===== config.mk =====
export PLATFORM = sky130hd
export DESIGN_NAME = step_mash_temperature_sequencer_flat
export DESIGN_NICKNAME = d
export VERILOG_FILES = /design/src/sv/smts_pkg.sv /design/src/sv/smts_if.sv /design/src/sv/smts_hold_timer.sv /design/src/sv/step_mash_temperature_sequencer.sv /design/src/flat_wrapper.sv
export VERILOG_INCLUDE_DIRS = /design/src /design/src/sv
export SDC_FILE = /design/constraint.sdc
export NUM_CORES = 1
export LEC_CHECK = 0
export ABC_AREA = 1
export BUFFER_PORTS_ARGS = -buffer_cell sky130_fd_sc_hd__buf_2
export CAP_MARGIN = 20
export CELL_PAD_IN_SITES_DETAIL_PLACEMENT = 0
export CELL_PAD_IN_SITES_GLOBAL_PLACEMENT = 2
export CORE_ASPECT_RATIO = 1.4
export CORE_UTILIZATION = 30
export CTS_CLUSTER_DIAMETER = 150
export DETAILED_ROUTE_END_ITERATION = 10
export PLACE_DENSITY = 0.68
export SYNTH_ARGS = -nofsm -noshare
export SYNTH_HDL_FRONTEND = slang
export SYNTH_SLANG_ARGS = --single-unit

===== constraint.sdc =====
create_clock -name clk -period 9.22 [get_ports clk]
set_input_delay 0 -clock clk [delete_from_list [all_inputs] [get_ports clk]]
set_output_delay 0 -clock clk [all_outputs]
set_load 0.005 [all_outputs]

===== src/sv/step_mash_temperature_sequencer_macros.svh =====
// Assertion macros for the step mash temperature sequencer.
// Each macro expects signals clk and arst_n in the scope where it is used.
`ifndef STEP_MASH_TEMPERATURE_SEQUENCER_MACROS_SVH
`define STEP_MASH_TEMPERATURE_SEQUENCER_MACROS_SVH

// Same-cycle implication, checked out of reset.
`define SMTS_ASSERT_NOW(label, ante, cons, msg) \
	label: assert property (@(posedge clk) disable iff (!arst_n) (ante) |-> (cons)) \
		else $error(msg);

// Next-cycle implication, checked out of reset.
`define SMTS_ASSERT_NEXT(label, ante, cons, msg) \
	label: assert property (@(posedge clk) disable iff (!arst_n) (ante) |=> (cons)) \
		else $error(msg);

`endif


===== src/sv/smts_pkg.sv =====
// Package for the step mash temperature sequencer: stage codes, register
// indexes, reset values and beat payload types. No dependencies.
package smts_pkg;

	typedef enum logic [2:0] {
		ST_HEAT1 = 3'd0,
		ST_MALT  = 3'd1,
		ST_HOLD1 = 3'd2,
		ST_HEAT2 = 3'd3,
		ST_HOLD2 = 3'd4,
		ST_HEAT3 = 3'd5,
		ST_HOLD3 = 3'd6,
		ST_DONE  = 3'd7
	} stage_t;

	typedef enum logic [2:0] {
		CFG_TARGET_ONE   = 3'd0,
		CFG_TARGET_TWO   = 3'd1,
		CFG_TARGET_THREE = 3'd2,
		CFG_HOLD_ONE     = 3'd3,
		CFG_HOLD_TWO     = 3'd4,
		CFG_HOLD_THREE   = 3'd5,
		CFG_ALARM_LEAD   = 3'd6
	} cfg_idx_t;

	localparam logic [6:0] TARGET_ONE_RST   = 7'd24;
	localparam logic [6:0] TARGET_TWO_RST   = 7'd26;
	localparam logic [6:0] TARGET_THREE_RST = 7'd27;
	localparam logic [7:0] HOLD_ONE_RST     = 8'd1;
	localparam logic [7:0] HOLD_TWO_RST     = 8'd1;
	localparam logic [7:0] HOLD_THREE_RST   = 8'd1;
	localparam logic [7:0] ALARM_LEAD_RST   = 8'd2;

	localparam logic [16:0] MILLI_PER_DEG = 17'd1000;
	localparam logic [5:0]  LAST_SEC      = 6'd59;
	localparam logic [5:0]  LAST_MIN      = 6'd59;
	localparam logic [4:0]  MAX_HOURS     = 5'd31;

	typedef struct packed {
		logic signed [17:0] temp_milli;
		logic               button_pressed;
		logic               second_tick;
	} sample_t;

	typedef struct packed {
		logic       heater_on;
		logic       malt_prompt;
		logic       sparge_alarm;
		logic [2:0] stage;
		logic [4:0] hold_hours;
		logic [5:0] hold_minutes;
		logic [5:0] hold_secs;
		logic       done_res;
	} result_t;

	typedef struct packed {
		logic [2:0] addr;
		logic [7:0] wdata;
	} cfg_wr_t;

	// Hold timer control: step on a processed item, tick to count, clear on
	// a stage change.
	typedef struct packed {
		logic step;
		logic tick;
		logic clear;
	} hold_ctl_t;

endpackage


===== src/sv/smts_if.sv =====
// Valid/ready channel interfaces for samples, results and register writes.
// Depends on smts_pkg for the payload types.
interface smts_in_if import smts_pkg::*; ();
	logic    valid;
	logic    ready;
	sample_t data;
	modport source (output valid, output data, input ready);
	modport sink (input valid, input data, output ready);
endinterface

interface smts_out_if import smts_pkg::*; ();
	logic    valid;
	logic    ready;
	result_t data;
	modport source (output valid, output data, input ready);
	modport sink (input valid, input data, output ready);
endinterface

interface smts_cfg_if import smts_pkg::*; ();
	logic    valid;
	logic    ready;
	cfg_wr_t data;
	modport source (output valid, output data, input ready);
	modport sink (input valid, input data, output ready);
endinterface


===== src/sv/smts_hold_timer.sv =====
// Hold stage timer: saturating seconds count kept alongside an
// hours/minutes/seconds breakdown. Depends on smts_pkg.
module smts_hold_timer import smts_pkg::*; #(
	parameter int COUNTER_BITS = 16
) (
	input  logic                    clk,
	input  logic                    arst_n,
	input  hold_ctl_t               ctl,
	output logic [COUNTER_BITS-1:0] count_next,
	output logic [4:0]              hours_next,
	output logic [5:0]              minutes_next,
	output logic [5:0]              secs_next
);

	logic [COUNTER_BITS-1:0] count_q;
	logic [4:0]              hours_q;
	logic [5:0]              minutes_q;
	logic [5:0]              secs_q;
	logic                    inc;

	assign inc = ctl.tick && (count_q != {COUNTER_BITS{1'b1}});

	always_comb begin
		count_next   = count_q;
		hours_next   = hours_q;
		minutes_next = minutes_q;
		secs_next    = secs_q;
		if (inc) begin
			count_next = count_q + 1'b1;
			if (secs_q == LAST_SEC) begin
				secs_next = '0;
				if (minutes_q == LAST_MIN) begin
					minutes_next = '0;
					// hours stick at the top; minutes and seconds keep rolling
					if (hours_q != MAX_HOURS)
						hours_next = hours_q + 1'b1;
				end else begin
					minutes_next = minutes_q + 1'b1;
				end
			end else begin
				secs_next = secs_q + 1'b1;
			end
		end
	end

	always_ff @(posedge clk or negedge arst_n) begin
		if (!arst_n) begin
			count_q   <= '0;
			hours_q   <= '0;
			minutes_q <= '0;
			secs_q    <= '0;
		end else if (ctl.step) begin
			if (ctl.clear) begin
				count_q   <= '0;
				hours_q   <= '0;
				minutes_q <= '0;
				secs_q    <= '0;
			end else begin
				count_q   <= count_next;
				hours_q   <= hours_next;
				minutes_q <= minutes_next;
				secs_q    <= secs_next;
			end
		end
	end

endmodule


===== src/sv/step_mash_temperature_sequencer.sv =====
// Step mash temperature sequencer, top level.
// Channels: sample (sink) carries temp_milli, button_pressed, second_tick;
// result (source) carries one result beat per sample beat; cfg (sink)
// writes the seven profile registers by index and is always ready.
// A sample beat lands in an input register; the stage logic runs on it
// there and loads the result register when it is empty or being read.
// One sample per cycle is sustained while the receiver takes each result:
// the state update and result fit between the input and result registers,
// and the input register takes a new sample while the old result waits.
// When the receiver stalls, the result holds and the input register holds
// its sample; sample.ready drops only when both are full.
// Reset puts the profile at the first heat stage with both counters at
// zero, the sparge alarm armed and the registers at their default profile.
// Register writes take effect from the next processed sample.
// The done stage lasts until reset.
module step_mash_temperature_sequencer import smts_pkg::*; #(
	parameter int COUNTER_BITS = 16
) (
	input logic        clk,
	input logic        arst_n,
	smts_in_if.sink    sample,
	smts_out_if.source result,
	smts_cfg_if.sink   cfg
);

	`include "step_mash_temperature_sequencer_macros.svh"

	localparam int CW = (COUNTER_BITS > 16) ? COUNTER_BITS : 16;

	// profile registers
	logic [6:0] target_one_q, target_two_q, target_three_q;
	logic [7:0] hold_one_q, hold_two_q, hold_three_q, alarm_lead_q;

	// pipeline and state
	logic                    s1_valid_q;
	sample_t                 s1_data;
	logic                    res_valid_q;
	result_t                 res_q;
	stage_t                  stage_q, stage_d;
	logic [COUNTER_BITS-1:0] sparge_q, sparge_inc, sparge_d;
	logic                    armed_q;

	logic                    adv;
	logic [6:0]              tgt;
	logic [7:0]              hold_min;
	logic [16:0]             tgt_milli;
	logic                    above;
	logic [9:0]              total_min, diff_min;
	logic [15:0]             alarm_lim;
	logic [13:0]             hold_lim;
	logic                    in_sparge, in_hold, alarm, hold_end, clr;
	logic                    heater, prompt, done;
	hold_ctl_t               hold_ctl;
	logic [COUNTER_BITS-1:0] hold_cnt;
	logic [4:0]              hours;
	logic [5:0]              minutes, secs;

	// register writes
	assign cfg.ready = 1'b1;

	always_ff @(posedge clk or negedge arst_n) begin
		if (!arst_n) begin
			target_one_q   <= TARGET_ONE_RST;
			target_two_q   <= TARGET_TWO_RST;
			target_three_q <= TARGET_THREE_RST;
			hold_one_q     <= HOLD_ONE_RST;
			hold_two_q     <= HOLD_TWO_RST;
			hold_three_q   <= HOLD_THREE_RST;
			alarm_lead_q   <= ALARM_LEAD_RST;
		end else if (cfg.valid) begin
			unique case (cfg.data.addr)
				CFG_TARGET_ONE:   target_one_q   <= cfg.data.wdata[6:0];
				CFG_TARGET_TWO:   target_two_q   <= cfg.data.wdata[6:0];
				CFG_TARGET_THREE: target_three_q <= cfg.data.wdata[6:0];
				CFG_HOLD_ONE:     hold_one_q     <= cfg.data.wdata;
				CFG_HOLD_TWO:     hold_two_q     <= cfg.data.wdata;
				CFG_HOLD_THREE:   hold_three_q   <= cfg.data.wdata;
				CFG_ALARM_LEAD:   alarm_lead_q   <= cfg.data.wdata;
				default: ;
			endcase
		end
	end

	// handshake: advance the input register into the result register
	assign adv          = s1_valid_q && (!res_valid_q || result.ready);
	assign sample.ready = !s1_valid_q || adv;
	assign result.valid = res_valid_q;
	assign result.data  = res_q;

	always_ff @(posedge clk or negedge arst_n) begin
		if (!arst_n) begin
			s1_valid_q  <= 1'b0;
			res_valid_q <= 1'b0;
		end else begin
			if (sample.ready)
				s1_valid_q <= sample.valid;
			if (adv)
				res_valid_q <= 1'b1;
			else if (result.ready)
				res_valid_q <= 1'b0;
		end
	end

	always_ff @(posedge clk) begin
		if (sample.valid && sample.ready)
			s1_data <= sample.data;
	end

	// targets and limits of the current stage
	always_comb begin
		tgt      = '0;
		hold_min = '0;
		unique case (stage_q)
			ST_HEAT1, ST_HOLD1: begin
				tgt      = target_one_q;
				hold_min = hold_one_q;
			end
			ST_HEAT2, ST_HOLD2: begin
				tgt      = target_two_q;
				hold_min = hold_two_q;
			end
			ST_HEAT3, ST_HOLD3: begin
				tgt      = target_three_q;
				hold_min = hold_three_q;
			end
			default: ;
		endcase
	end

	assign tgt_milli = 17'(tgt) * MILLI_PER_DEG;
	assign above     = $signed({s1_data.temp_milli[17], s1_data.temp_milli})
		> $signed({2'b00, tgt_milli});

	assign total_min = 10'(hold_one_q) + 10'(hold_two_q) + 10'(hold_three_q);
	assign diff_min  = (total_min > 10'(alarm_lead_q)) ? total_min - 10'(alarm_lead_q) : '0;
	assign alarm_lim = (16'(diff_min) << 6) - (16'(diff_min) << 2);
	assign hold_lim  = (14'(hold_min) << 6) - (14'(hold_min) << 2);

	assign in_sparge = (stage_q != ST_HEAT1) && (stage_q != ST_MALT) && (stage_q != ST_DONE);
	assign in_hold   = (stage_q == ST_HOLD1) || (stage_q == ST_HOLD2) || (stage_q == ST_HOLD3);

	assign sparge_inc = (in_sparge && s1_data.second_tick && (sparge_q != {COUNTER_BITS{1'b1}}))
		? sparge_q + 1'b1 : sparge_q;
	assign alarm    = in_sparge && armed_q && (CW'(sparge_inc) >= CW'(alarm_lim));
	assign hold_end = CW'(hold_cnt) >= CW'(hold_lim);

	// stage sequencing for the item in the input register
	always_comb begin
		stage_d  = stage_q;
		sparge_d = sparge_inc;
		clr      = 1'b0;
		heater   = 1'b0;
		prompt   = 1'b0;
		done     = 1'b0;
		unique case (stage_q)
			ST_HEAT1, ST_HEAT2, ST_HEAT3: begin
				heater = !above;
				if (above) begin
					clr = 1'b1;
					unique case (stage_q)
						ST_HEAT1: stage_d = ST_MALT;
						ST_HEAT2: stage_d = ST_HOLD2;
						default:  stage_d = ST_HOLD3;
					endcase
				end
			end
			ST_MALT: begin
				prompt = 1'b1;
				if (s1_data.button_pressed) begin
					clr      = 1'b1;
					sparge_d = '0;
					stage_d  = ST_HOLD1;
				end
			end
			ST_HOLD1, ST_HOLD2, ST_HOLD3: begin
				heater = !above;
				if (hold_end) begin
					clr = 1'b1;
					unique case (stage_q)
						ST_HOLD1: stage_d = ST_HEAT2;
						ST_HOLD2: stage_d = ST_HEAT3;
						default:  stage_d = ST_DONE;
					endcase
				end
			end
			default: done = 1'b1;
		endcase
	end

	assign hold_ctl = '{step: adv, tick: in_hold && s1_data.second_tick, clear: clr};

	smts_hold_timer #(
		.COUNTER_BITS(COUNTER_BITS)
	) u_hold_timer (
		.clk          (clk),
		.arst_n       (arst_n),
		.ctl          (hold_ctl),
		.count_next   (hold_cnt),
		.hours_next   (hours),
		.minutes_next (minutes),
		.secs_next    (secs)
	);

	always_ff @(posedge clk or negedge arst_n) begin
		if (!arst_n) begin
			stage_q  <= ST_HEAT1;
			sparge_q <= '0;
			armed_q  <= 1'b1;
		end else if (adv) begin
			stage_q  <= stage_d;
			sparge_q <= sparge_d;
			if (alarm)
				armed_q <= 1'b0;
		end
	end

	always_ff @(posedge clk) begin
		if (adv) begin
			res_q.heater_on    <= heater;
			res_q.malt_prompt  <= prompt;
			res_q.sparge_alarm <= alarm;
			res_q.stage        <= stage_q;
			res_q.hold_hours   <= in_hold ? hours : '0;
			res_q.hold_minutes <= in_hold ? minutes : '0;
			res_q.hold_secs    <= in_hold ? secs : '0;
			res_q.done_res     <= done;
		end
	end

	`SMTS_ASSERT_NEXT(a_alarm_once, adv && alarm, !armed_q, "sparge alarm still armed after firing")
	`SMTS_ASSERT_NEXT(a_done_sticks, stage_q == ST_DONE, stage_q == ST_DONE, "left the done stage")
	`SMTS_ASSERT_NOW(a_prompt_stage, res_valid_q,
		res_q.malt_prompt == (res_q.stage == ST_MALT), "malt prompt outside malt wait")

endmodule

===== src/flat_wrapper.sv =====
// flat-port wrapper written by rule: the top's interface ports become plain ports
module step_mash_temperature_sequencer_flat import smts_pkg::*;
#(
	parameter int COUNTER_BITS = 16
)
  (clk, arst_n, sample_valid, sample_data, sample_ready, result_valid, result_data, result_ready, cfg_valid, cfg_data, cfg_ready);
  smts_in_if sample_i ();
  smts_out_if result_i ();
  smts_cfg_if cfg_i ();
  input logic clk;
  input logic arst_n;
  input wire logic [$bits(sample_i.valid)-1:0] sample_valid;
  input wire logic [$bits(sample_i.data)-1:0] sample_data;
  output wire logic [$bits(sample_i.ready)-1:0] sample_ready;
  output wire logic [$bits(result_i.valid)-1:0] result_valid;
  output wire logic [$bits(result_i.data)-1:0] result_data;
  input wire logic [$bits(result_i.ready)-1:0] result_ready;
  input wire logic [$bits(cfg_i.valid)-1:0] cfg_valid;
  input wire logic [$bits(cfg_i.data)-1:0] cfg_data;
  output wire logic [$bits(cfg_i.ready)-1:0] cfg_ready;
  assign sample_i.valid = sample_valid;
  assign sample_i.data = sample_data;
  assign sample_ready = sample_i.ready;
  assign result_valid = result_i.valid;
  assign result_data = result_i.data;
  assign result_i.ready = result_ready;
  assign cfg_i.valid = cfg_valid;
  assign cfg_i.data = cfg_data;
  assign cfg_ready = cfg_i.ready;
  step_mash_temperature_sequencer #(.COUNTER_BITS(COUNTER_BITS)) u_core (.clk(clk), .arst_n(arst_n), .sample(sample_i), .result(result_i), .cfg(cfg_i));
endmodule

# Word level (Yosys, flattened, before mapping)
# Cells that the tools add are included.
[word_totals]
regBits = 152
output_inout_bits = 27
input_bits = 36
wordCells = 136
[op_classes]
addsub = 10
order_cmp = 4
reduce_logical = 38
n_mul = 1
eq_ne = 22
muxes = 34
[ops]
columns = ["cell", "count"]
rows = [
  ["$mux 16", 5],
  ["$mux 6", 7],
  ["$add 16x1->16 const B", 2],
  ["$ne 16x16->1 const B", 2],
  ["$mux 5", 5],
  ["$pmux 8 s3", 1],
  ["$pmux 7 s3", 1],
  ["$eq 3x3->1 const B", 6],
  ["$gt 18x18->1", 1],
  ["$ge 16x14->1", 1],
  ["$ge 16x16->1", 1],
  ["$reduce_and 2->1", 8],
  ["$sub 16x12->16", 1],
  ["$mul 7x7->14 const B", 1],
  ["$sub 14x10->14", 1],
  ["$add 6x1->6 const B", 2],
  ["$eq 3x2->1 const B", 4],
  ["$eq 6x6->1 const B", 2],
  ["$pmux 3 s2", 2],
  ["$add 10x8->10", 1],
  ["$gt 10x8->1", 1],
  ["$logic_and 1x1->1", 10],
  ["$mux 10", 1],
  ["$sub 10x8->10", 1],
  ["21 further kinds", 42],
]

# Logic depth before layout (Yosys ltp)
# Gate-level depths: netlist of run 1.
[logic_depth]
depth_word = 10
depth_mapped = 45
depth_no_buf = 45

# Modules after synthesis
# A second synthesis of run 1 with hierarchy kept.
[hier_totals]
hier_cells = 1430
hier_area_um2 = 11422.2
[by_module_without_submodules]
columns = ["module", "instances", "area_each_um2", "cells_per_inst", "seq_area_each_um2"]
rows = [
  ["step_mash_temperature_sequencer", 1, 8972.4, 1051, 3215.6],
  ["smts_hold_timer", 1, 2449.8, 379, 825.8],
]

# Least setup slack after synthesis of run 1
# OpenSTA, ideal clock, no wires.
[synth_timing]
path_kind = "register -> register"
startpoint = "reg u_core.stage_q[0]"
endpoint = "reg u_core.u_hold_timer.count_q[10]"
synth_period_minus_slack_ns = 6.979
slack_ns = 2.241
t_required_ns = 9.154
path_buffers = 3
setup_time_ns = 0.066
t_arrival_ns = 6.914
stages_incl_launch_ff = 32
cell_sequence = "dfrtp_1 > nor2_2 > nor3_2 > clkbuf_1 > a221oi_1 > fa_1 > fa_1 > fa_1 > fa_1 > inv_1 > ha_1 > nand2_1 > o21ai_0 > a21oi_1 > o21bai_1 > a21oi_1 > o21ai_0 > a21o_1 > a21oi_1 > xnor2_1 > ha_1 > inv_1 > nor3_1 > a2111oi_0 > nand2_1 > nand3b_1 > o21ai_0 > inv_1 > clkbuf_1 > buf_4 > nand3_2 > nand2_1"
[synth_between]
elab_chain_len = 10
word_cells_on_any_way = 27
cone_classes = "1 x add/sub; 1 x mul; 2 x order compare; 6 x eq/ne; 7 x mux; 10 x reduce/logical"
[synth_lines]
columns = ["item", "line_no", "source"]
rows = [
  ["start, declared", "step_mash_temperature_sequencer.sv:39", "stage_t stage_q, stage_d;"],
  ["start signal, assigned", "step_mash_temperature_sequencer.sv:210", "stage_q <= stage_d;"],
  ["branches (longest 9 deep; another with $gt 18x18->1)", "n/a", ""],
  ["$mux 16 (*)", "smts_hold_timer.sv:53", "if (ctl.clear) begin"],
  ["end signal, assigned", "smts_hold_timer.sv:59", "count_q <= count_next;"],
  ["end, declared", "smts_hold_timer.sv:15", "logic [COUNTER_BITS-1:0] count_q;"],
]
# Every way passes the cells marked *.
# A chain may end at the register's enable or synchronous reset.

# Worst setup path in the final report of run 1
[layout_timing]
startpoint = "reg u_core.stage_q[0]"
endpoint = "reg u_core.u_hold_timer.count_q[1]"
# The elaborated chain is that of the path after synthesis.

==> results of run 1 <==
==> final cells by class <==
cell class	count	area, sq um	area share [%]
clock buffers	19	452.9	3.449
clock inverters	13	131.4	1.000
inverters	233	877.1	6.679
multi-input cells	1017	6380	48.58
flip-flops and latches	152	4041	30.77
well taps	473	591.8	4.506
repair buffers	98	658.1	5.011
==> logic make-up (layout without fill, tap and decap cells) <==
group                      Yosys count  after routing  share of synthesized area [%]
DFF                                152            152                          35.34
muxes                                2              2                         0.1750
and+or+nand+nor                    595            595                          22.79
other                                1              1                        0.03279
buffers and inverters              262            363                          8.905
xor gates and xnor gates            76             76                          5.820
adders and majority gates          134            134                          16.04
AOI/OAI and AO/OA                  209            209                          10.91
==> how the worst max path moves through the flow <==
stage,startpoint,end,slack [ns],cells past startpoint
after floorplan,u_core.stage_q[0],u_core.u_hold_timer.count_q[10],2.24,31
after global placement,u_core.stage_q[0],u_core.u_hold_timer.count_q[0],1.69,33
after detailed placement,u_core.stage_q[0],u_core.stage_q[0],1.59,32
after CTS,u_core.stage_q[0],u_core.stage_q[0],1.55,32
after global routing,u_core.stage_q[0],u_core.u_hold_timer.count_q[1],0.95,33
final,u_core.stage_q[0],u_core.u_hold_timer.count_q[1],1.61,33
==> critical path: cells and delay by family (launching register included) <==
kind / cells / cell delay [ns]
xor+xnor: 1 / 0.13
compound gates: 11 / 2.68
fa+ha+maj: 6 / 2.42
buf+inv: 6 / 0.83
flops: 1 / 0.49
simple gates: 9 / 0.98
==> routing by layer <==
metal,global-route usage [%],up-vias,wire (um)
met3,2.024,38,571
met4,6.395,0,790
met2,30.70,107,15820
met1,18.57,4334,12690
li1,-,4876,-
met5,0,-,0
==> metrics by stage <==
step	util, %	area, sq um	setup slack [ns]	hold WS, ns	std cells
3_5_place_dp	32.67	12260	1.591	0.05571	1944
4_1_cts	35.00	13130	1.554	0.01441	2005
6_report	35.00	13130	1.612	0.01439	2005
5_1_grt	35.00	13130	0.9468	0.02129	2005
3_3_place_gp	32.67	12260	1.685	0.05175	1944
2_1_floorplan	-	11440	2.241	-0.2956	1431
==> state kept, by name, indices dropped and copies added, names as in the netlist, 3 cells and up <==
name	flops
u_core.u_hold_timer.minutes_q	6
u_core.target_one_q	7
u_core.alarm_lead_q	8
u_core.hold_two_q	8
u_core.result.data	24
u_core.hold_three_q	8
u_core.target_two_q	7
u_core.hold_one_q	8
u_core.sparge_q	16
u_core.u_hold_timer.hours_q	5
u_core.u_hold_timer.count_q	16
u_core.stage_q	3
u_core.u_hold_timer.secs_q	6
u_core.s1_data	20
u_core.target_three_q	7
==> synth_stat cells (all sizes together), types with 2 or more instances <==
cell type	number
o21ai	93
a31oi	5
a211oi	3
nor2	115
fa	21
buf	7
nor3	23
a21boi	5
o21bai	6
edfxtp	44
dfrtp	94
ha	113
nor3b	3
a221oi	10
a21o	3
mux2i	2
nand3b	6
or2	3
nand4	27
nand3	88
xor2	55
o22ai	11
nor4	4
o21a	2
a21oi	59
dfstp	14
a22o	3
nand2	324
inv	232
xnor2	21
clkbuf	22
==> results by group, run 1 <==
Clock network
  • CTS tree: built
  • Clk slew on worst S/H paths: 0.07 ns
  • Post CTS Setup Buffer Count: 0
  • Resize count post-CTS: 0
  • Num CTS Buffers: 17
  • Latest clock arrival within the worst-skew pair: 0.44 ns
  • Hold-fix buffers, CTS: 29
  • Maximum root-to-sink buffer count: 2
  • Clock root buffer: sky130_fd_sc_hd__clkbuf_16
  • Number of clock sinks: 152
  • Htree depth: 4

Logic synthesis
  • Register bit total from synthesis: 152
  • Most frequently used flop master after synthesis: sky130_fd_sc_hd__dfrtp_1
  • Most area-hungry cell type in the Yosys netlist: sky130_fd_sc_hd__dfrtp_1
  • Count of mapped cells out of synthesis: 1431
  • Seq/Total Area, Yosys: 35.34%
  • Combined area of all synthesized cells: 11440 sq um
  • Synthesized netlist net count: 1601
  • Number of distinct library cells after synthesis: 60
  • Number of enable-type register cells in the synthesized netlist: 44
  • Count of warnings emitted by yosys: 0
  • Share of Yosys cell area claimed by the top area cell type: 20.57%
  • Fraction of registers with async set/reset: 71.05%
  • Top cells by area in the synthesized netlist: sky130_fd_sc_hd__dfrtp_1 (21%), sky130_fd_sc_hd__ha_1 (12%), sky130_fd_sc_hd__edfxtp_1 (12%)
  • Average size of a mapped cell: 7.992 sq um

Layout
  • Fill cell total of the finished layout: 3955
  • Commonest non-fill, non-tap cell in the layout: sky130_fd_sc_hd__nand2_1
  • Area Overhead vs Synth: 14.82%
  • Antenna cell count: 0
  • Fraction of final layout cells sized beyond drive strength 1: 10.44%
  • Nets: 1689
  • Most used cells in the layout excluding fill and tap cells: sky130_fd_sc_hd__nand2_1 (320), sky130_fd_sc_hd__inv_1 (221), sky130_fd_sc_hd__ha_1 (113)

Worst hold path
  • Startpoint of the lowest-slack hold path: cfg_data[3]
  • Worst min-delay path category: input port to flip-flop
  • Hold endpoint: u_core.hold_two_q[3]
  • Cell count of the worst hold path: 3

Global route
  • Global-route wire length before repair: 49.50 mm
  • Number of global-route vias before repair: 9481
  • Antenna violations before repair: 0
  • All-Layer GR Usage: 16.32%
  • GRT overflow: 0
  • Pin count of the biggest net entering global routing: 65

Die
  • Core region area: 37520 sq um
  • Area of the die: 38920 sq um
  • Ports: 63
  • Number of standard-cell rows in the floorplan: 84
  • Die Wd: 167.0 um
  • Initial cell density of the core: 30.48%
  • Die height: 233.0 um

Outcome
  • Status: complete, no violations

Timing
  • Slew of the pin with the lowest slew margin: 0.9590 ns
  • Final clock skew: 0.01347 ns
  • Final-layout setup total negative slack: 0 ns
  • Final Cycle Share: 82.52%
  • Min Tclk post-route: 7.608 ns
  • Remaining max-slew budget at the tightest pin: 36.00%
  • Final slew viol count: 0
  • Unrepaired setup endpoints after global routing: false
  • Final setup fails: 0
  • Final-report hold violation count: 0
  • Achievable Freq: 131.4 MHz

Route
  • Antenna viol nets, final: 0
  • Ratio of routed vias to standard cells: 4.666
  • Number of design rule violations left after detail routing: 0
  • 1st-iter DRT viols: 358
  • Pre-antenna DRT Iters: 5
  • DRT Wirelength: 29.87 mm
  • Via Count: 9355
  • Average wire length per cell after detail routing: 14.90 um

Run
  • Max cap viols: 0

Critical path
  • Worst path arrival time: 7.98 ns
  • Cell with the biggest individual delay on the critical path: sky130_fd_sc_hd__a221oi_1
  • Path depth of the worst reg2reg path: 33
  • Worst path required time: 9.60 ns
  • Worst setup EP type: flip-flop
  • Crit-path max FO: 29
  • Critical register-to-register path startpoint: u_core.stage_q[0]
  • Crit Path Class: flip-flop to flip-flop
  • CP dominant cell by count: sky130_fd_sc_hd__inv_1
  • Highest cell delay on the worst timing path: 0.66 ns
  • Worst setup SP type: flip-flop
  • Register-to-register path setup slack: 1.61 ns
  • Endpoint of the worst register-to-register path: u_core.u_hold_timer.count_q[1]

Placement
  • Global placer's final weighted congestion: 0.8103
  • Total half-perimeter wirelength after legalization and detailed placement: 23.04 mm
  • Number of buffers added on ports: 61
Power of run 1 is left out: the tool's default activity adds up to more than one toggle a clock period on the data nets, which glitch-free logic cannot reach.
==> run 2, diff against run 1 <==
==> constraint.sdc (replaced) <==
create_clock -name clk -period 7.1 [get_ports clk]
set_input_delay 0 -clock clk [delete_from_list [all_inputs] [get_ports clk]]
set_output_delay 0 -clock clk [all_outputs]
set_load 0.005 [all_outputs]
==> results by group, run 2 (synthesis results as in run 1) <==
Timing
  • Worst Hold Margin: 0.03551 ns
  • Final Cycle Share: 93.72%
  • Unrepaired setup endpoints after global routing: false
  • Achievable Freq: 150.3 MHz
  • Final setup fails: 0
  • Final clock skew: 0.01351 ns
  • Remaining max-slew budget at the tightest pin: 37.06%
  • Final slew viol count: 0
  • Min Tclk post-route: 6.654 ns
  • Slew of the pin with the lowest slew margin: 0.9431 ns
  • Final-report hold violation count: 0

Route
  • Number of design rule violations left after detail routing: 0
  • Uppermost metal layer occupied by signal nets: met4
  • Average wire length per cell after detail routing: 15.27 um
  • Ratio of routed vias to standard cells: 4.712
  • Met3 wire length: 561 um
  • Pre-antenna DRT Iters: 5
  • Routed metal-1 wirelength: 13.66 mm
  • Via Count: 9566
  • Antenna viol nets, final: 0
  • DRT Wirelength: 31.00 mm
  • 1st-iter DRT viols: 388
  • Detailed-routed wire length on met2: 16.39 mm

Clock network
  • Num CTS Buffers: 17
  • Maximum root-to-sink buffer count: 2
  • Latest clock arrival within the worst-skew pair: 0.44 ns
  • Htree depth: 4
  • Number of clock sinks: 152
  • Clk slew on worst S/H paths: 0.07 ns
  • Clock root buffer: sky130_fd_sc_hd__clkbuf_16
  • CTS tree: built

Critical path
  • Crit Path Class: flip-flop to flip-flop
  • Worst setup SP type: flip-flop
  • Worst path required time: 7.48 ns
  • Cell with the biggest individual delay on the critical path: sky130_fd_sc_hd__fa_1
  • Worst path arrival time: 7.03 ns
  • Highest cell delay on the worst timing path: 0.62 ns
  • Worst setup EP type: flip-flop
  • Crit-path max FO: 14

Placement
  • Global placer's final weighted congestion: 0.7928
  • Cell area after placement: 12380 sq um
  • Number of buffers added on ports: 61
  • Total half-perimeter wirelength after legalization and detailed placement: 23.66 mm

Global route
  • Pin count of the biggest net entering global routing: 65
  • GRT overflow: 0
  • Global-route wire length before repair: 49.66 mm
  • Antenna violations before repair: 0
  • All-Layer GR Usage: 16.51%
  • Number of global-route vias before repair: 9428

Run
  • Max cap viols: 0

Layout
  • Fraction of final layout cells sized beyond drive strength 1: 13.04%
  • Post-layout instance area: 13440 sq um
  • Fill cell total of the finished layout: 3985
  • Antenna cell count: 0
  • Nets: 1714
  • Commonest non-fill, non-tap cell in the layout: sky130_fd_sc_hd__nand2_1
  • Most used cells in the layout excluding fill and tap cells: sky130_fd_sc_hd__nand2_1 (320), sky130_fd_sc_hd__inv_1 (220), sky130_fd_sc_hd__ha_1 (111)
  • Area Overhead vs Synth: 17.54%
  • Final core occ: 35.83%
  • Number of flip-flops in the largest register: 24

Die
  • Ports: 63
  • Area of the die: 38920 sq um
  • Initial cell density of the core: 30.48%
  • Core region area: 37520 sq um
  • Number of standard-cell rows in the floorplan: 84
  • Die Wd: 167.0 um
  • Die height: 233.0 um

Outcome
  • Status: complete, no violations

Worst hold path
  • Worst min-delay path category: input port to flip-flop
[run 2: cell types whose count changed in the layout (fill, tap and decap cells not counted), moves of 3 or more]
cell | before | now
sky130_fd_sc_hd__nor2_1 | 110 | 107
sky130_fd_sc_hd__a221oi_2 | 3 | 8
sky130_fd_sc_hd__a221oi_1 | 7 | 2
sky130_fd_sc_hd__buf_4 | 9 | 31
sky130_fd_sc_hd__nor2_2 | 4 | 7
[run 2: critical path: cells and delay by family, from the launching register on]
family          cells  cell delay [ns]
buf+inv             5             0.69
fa+ha+maj           6             2.68
compound gates     11             1.78
xor+xnor            1             0.14
simple gates        6             0.91
flops               1             0.39
[run 2: repair_timing]
| action | 4_1_cts | 5_1_grt |
|---|---|---|
| gates cloned | 0 | 1 |
| buffers inserted | 3 | 6 |
| hold buffers | 30 | 0 |
| pin swaps | 1 | 5 |
| setup endpoints to repair | 36 | 39 |
| endpoints found under the hold margin | 94 | 0 |
| gates resized for setup | 1 | 23 |
[run 2: per-stage QoR]
step,worst slack (ns),std cells,setup TNS (ns)
after floorplan,0.1206,1431,0
after global placement,-0.2329,1958,-6.531
after detailed placement,-0.3882,1958,-11.03
after CTS,0.06729,2023,0
after global routing,0.004480,2030,0
final,0.4456,2030,0
[run 2: layout make-up]
class | count | area [sq um] | area share (%)
timing repair buffer | 123 | 878.3 | 6.534
tap | 473 | 591.8 | 4.402
sequential | 152 | 4043 | 30.07
multi-input combinational | 1017 | 6476 | 48.18
clock buffer | 19 | 442.9 | 3.295
inverter | 233 | 877.1 | 6.525
clock inverter | 13 | 133.9 | 0.9959
[run 2: per-layer routing]
layer | GRT usage (%) | vias up
met2 | 30.88 | 102
met4 | 4.977 | 0
met5 | 0 | -
li1 | - | 4924
met1 | 19.31 | 4520
met3 | 2.296 | 20
[run 2: worst paths after layout]
path                                   start                             end  slack [ns]  cells past startpoint
setup / recovery           u_core.stage_q[2]  u_core.u_hold_timer.count_q[1]        0.45                     29
hold / removal                   cfg_data[5]          u_core.alarm_lead_q[5]        0.04                      3
setup reg to reg           u_core.stage_q[2]  u_core.u_hold_timer.count_q[1]        0.45                     29
hold reg to reg               u_core.armed_q                  u_core.armed_q        0.45                      2
max in group asynchronous             arst_n               u_core.stage_q[0]        5.56                      3
min in group asynchronous             arst_n          u_core.alarm_lead_q[2]        0.15                      2
Power of run 2 is left out for the same reason.
==> run 3, diff against run 2 <==
--- a/config.mk
+++ b/config.mk
@@ -12,10 +12,10 @@
 export CELL_PAD_IN_SITES_DETAIL_PLACEMENT = 0
 export CELL_PAD_IN_SITES_GLOBAL_PLACEMENT = 2
 export CORE_ASPECT_RATIO = 1.4
-export CORE_UTILIZATION = 30
+export CORE_UTILIZATION = 38
 export CTS_CLUSTER_DIAMETER = 150
 export DETAILED_ROUTE_END_ITERATION = 10
-export PLACE_DENSITY = 0.68
+export PLACE_DENSITY = 0.83
 export SYNTH_ARGS = -nofsm -noshare
 export SYNTH_HDL_FRONTEND = slang
 export SYNTH_SLANG_ARGS = --single-unit
==> results by group, run 3 (synthesis results as in run 1) <==
Route
  • Number of design rule violations left after detail routing: 0
  • DRT Wirelength: 28.28 mm
  • Via Count: 9423
  • Average wire length per cell after detail routing: 14.66 um
  • Ratio of routed vias to standard cells: 4.885
  • Antenna viol nets, final: 0
  • Pre-antenna DRT Iters: 5
  • 1st-iter DRT viols: 360

Layout
  • Number of cells in the finished layout apart from fillers: 1929
  • FF/Latch Area: 4044 sq um
  • Commonest non-fill, non-tap cell in the layout: sky130_fd_sc_hd__nand2_1
  • Footprint of the multi-input gates: 6469 sq um
  • Number of flip-flops in the largest register: 24
  • Fraction of final layout cells sized beyond drive strength 1: 12.40%
  • Most used cells in the layout excluding fill and tap cells: sky130_fd_sc_hd__nand2_1 (320), sky130_fd_sc_hd__inv_1 (221), sky130_fd_sc_hd__ha_1 (112)
  • Fill cell total of the finished layout: 2950
  • Antenna cell count: 0
  • Area Overhead vs Synth: 15.85%
  • Nets: 1706
  • Post-layout instance area: 13250 sq um

Placement
  • Cell area after placement: 12250 sq um
  • Total instance count after detailed placement: 1864
  • Worst setup timing slack at the placement stage: -0.2946 ns
  • Total half-perimeter wirelength after legalization and detailed placement: 21.69 mm
  • Global placer's final weighted congestion: 0.8257
  • Number of buffers added on ports: 61

Global route
  • Number of global-route vias before repair: 9540
  • All-Layer GR Usage: 19.55%
  • GRT overflow: 0
  • Antenna violations before repair: 0
  • Global-route wire length before repair: 47.42 mm
  • Pin count of the biggest net entering global routing: 65

Timing
  • Setup WS post-layout: 0.5575 ns
  • Final slew viol count: 0
  • Final-report hold violation count: 0
  • Achievable Freq: 152.8 MHz
  • Final clock skew: 0.01366 ns
  • Slew of the pin with the lowest slew margin: 1.106 ns
  • Remaining max-slew budget at the tightest pin: 26.10%
  • Min Tclk post-route: 6.543 ns
  • Final Cycle Share: 92.15%
  • Final setup fails: 0

Clock network
  • Maximum root-to-sink buffer count: 2
  • Clock root buffer: sky130_fd_sc_hd__clkbuf_16
  • Number of clock sinks: 152
  • Htree depth: 4
  • Clk slew on worst S/H paths: 0.07 ns
  • Num CTS Buffers: 17
  • Latest clock arrival within the worst-skew pair: 0.45 ns
  • CTS tree: built

Die
  • Core region area: 29350 sq um
  • Ports: 63
  • Number of standard-cell rows in the floorplan: 74
  • Area of the die: 30810 sq um
  • Initial cell density of the core: 38.97%
  • Die Wd: 148.6 um
  • Die height: 207.3 um

Run
  • Max cap viols: 0

Critical path
  • Worst setup SP type: flip-flop
  • CP dominant cell by count: sky130_fd_sc_hd__inv_1
  • Crit-path max FO: 29
  • Crit Path Class: flip-flop to flip-flop
  • Cell with the biggest individual delay on the critical path: sky130_fd_sc_hd__fa_1
  • Highest cell delay on the worst timing path: 0.52 ns
  • Worst path arrival time: 6.92 ns
  • Worst setup EP type: flip-flop
  • Worst path required time: 7.48 ns

Worst hold path
  • Worst min-delay path category: input port to flip-flop

Outcome
  • Status: complete, no violations
==> run 3: cell count changes in the layout (fill, tap and decap cells not counted), sizes merged <==
cell and change:
clkbuf -1, buf -7, inv +2, clkinv -1, bufinv -1
==> run 3: worst max-delay path, delay by kind of cell, from the launching register on <==
kind	cells	cell delay [ns]
buf+inv	8	0.95
simple gates	8	0.70
compound gates	11	1.91
fa+ha+maj	6	2.37
flops	1	0.41
xor+xnor	1	0.13
==> run 3: repair_timing <==
action	CTS	global route
hold buffers	30	0
setup buffers	2	1
hold endpoints to repair	95	0
gates cloned	0	0
pin swaps	1	3
endpoints found under the setup margin	36	39
gates resized for setup	2	20
==> run 3: final timing paths <==
| kind | start | end | slack [ns] | depth (start not counted) |
|---|---|---|---|---|
| max reg2reg | u_core.stage_q[0] | u_core.u_hold_timer.minutes_q[4] | 0.56 | 34 |
| max | u_core.stage_q[0] | u_core.u_hold_timer.minutes_q[4] | 0.56 | 34 |
| min in group asynchronous | arst_n | u_core.u_hold_timer.minutes_q[3] | 0.11 | 2 |
| max in group asynchronous | arst_n | u_core.stage_q[2] | 5.67 | 3 |
| min reg2reg | u_core.armed_q | u_core.armed_q | 0.45 | 2 |
| min | cfg_data[4] | u_core.hold_three_q[4] | 0.007 | 3 |
==> run 3: layer usage <==
layer	vias to the layer above	track usage, %	share of wire [%]
met5	-	0	0
met4	0	6.150	1.4
met1	4402	23.70	44
met3	26	2.725	2.0
met2	96	35.14	53
li1	4899	-	-
==> run 3: metrics by stage <==
step | hold WS, ns | utilization (%) | TNS, ns
floorplan | -0.2956 | - | 0
global placement | 0.06713 | 41.74 | -2.101
detailed placement | 0.07118 | 41.74 | -8.192
CTS | 0.01398 | 44.84 | 0
global route | 0.02213 | 45.14 | -0.03383
finish | 0.007244 | 45.14 | 0
==> run 3: final cells by class <==
type	instances	share of cell area, %
clock inverters	13	0.9065
clock buffers	19	3.503
flip-flops and latches	152	30.52
well taps	380	3.588
multi-input cells	1017	48.82
inverters	233	6.619
repair buffers	115	6.043
Power of run 3 is left out for the same reason.
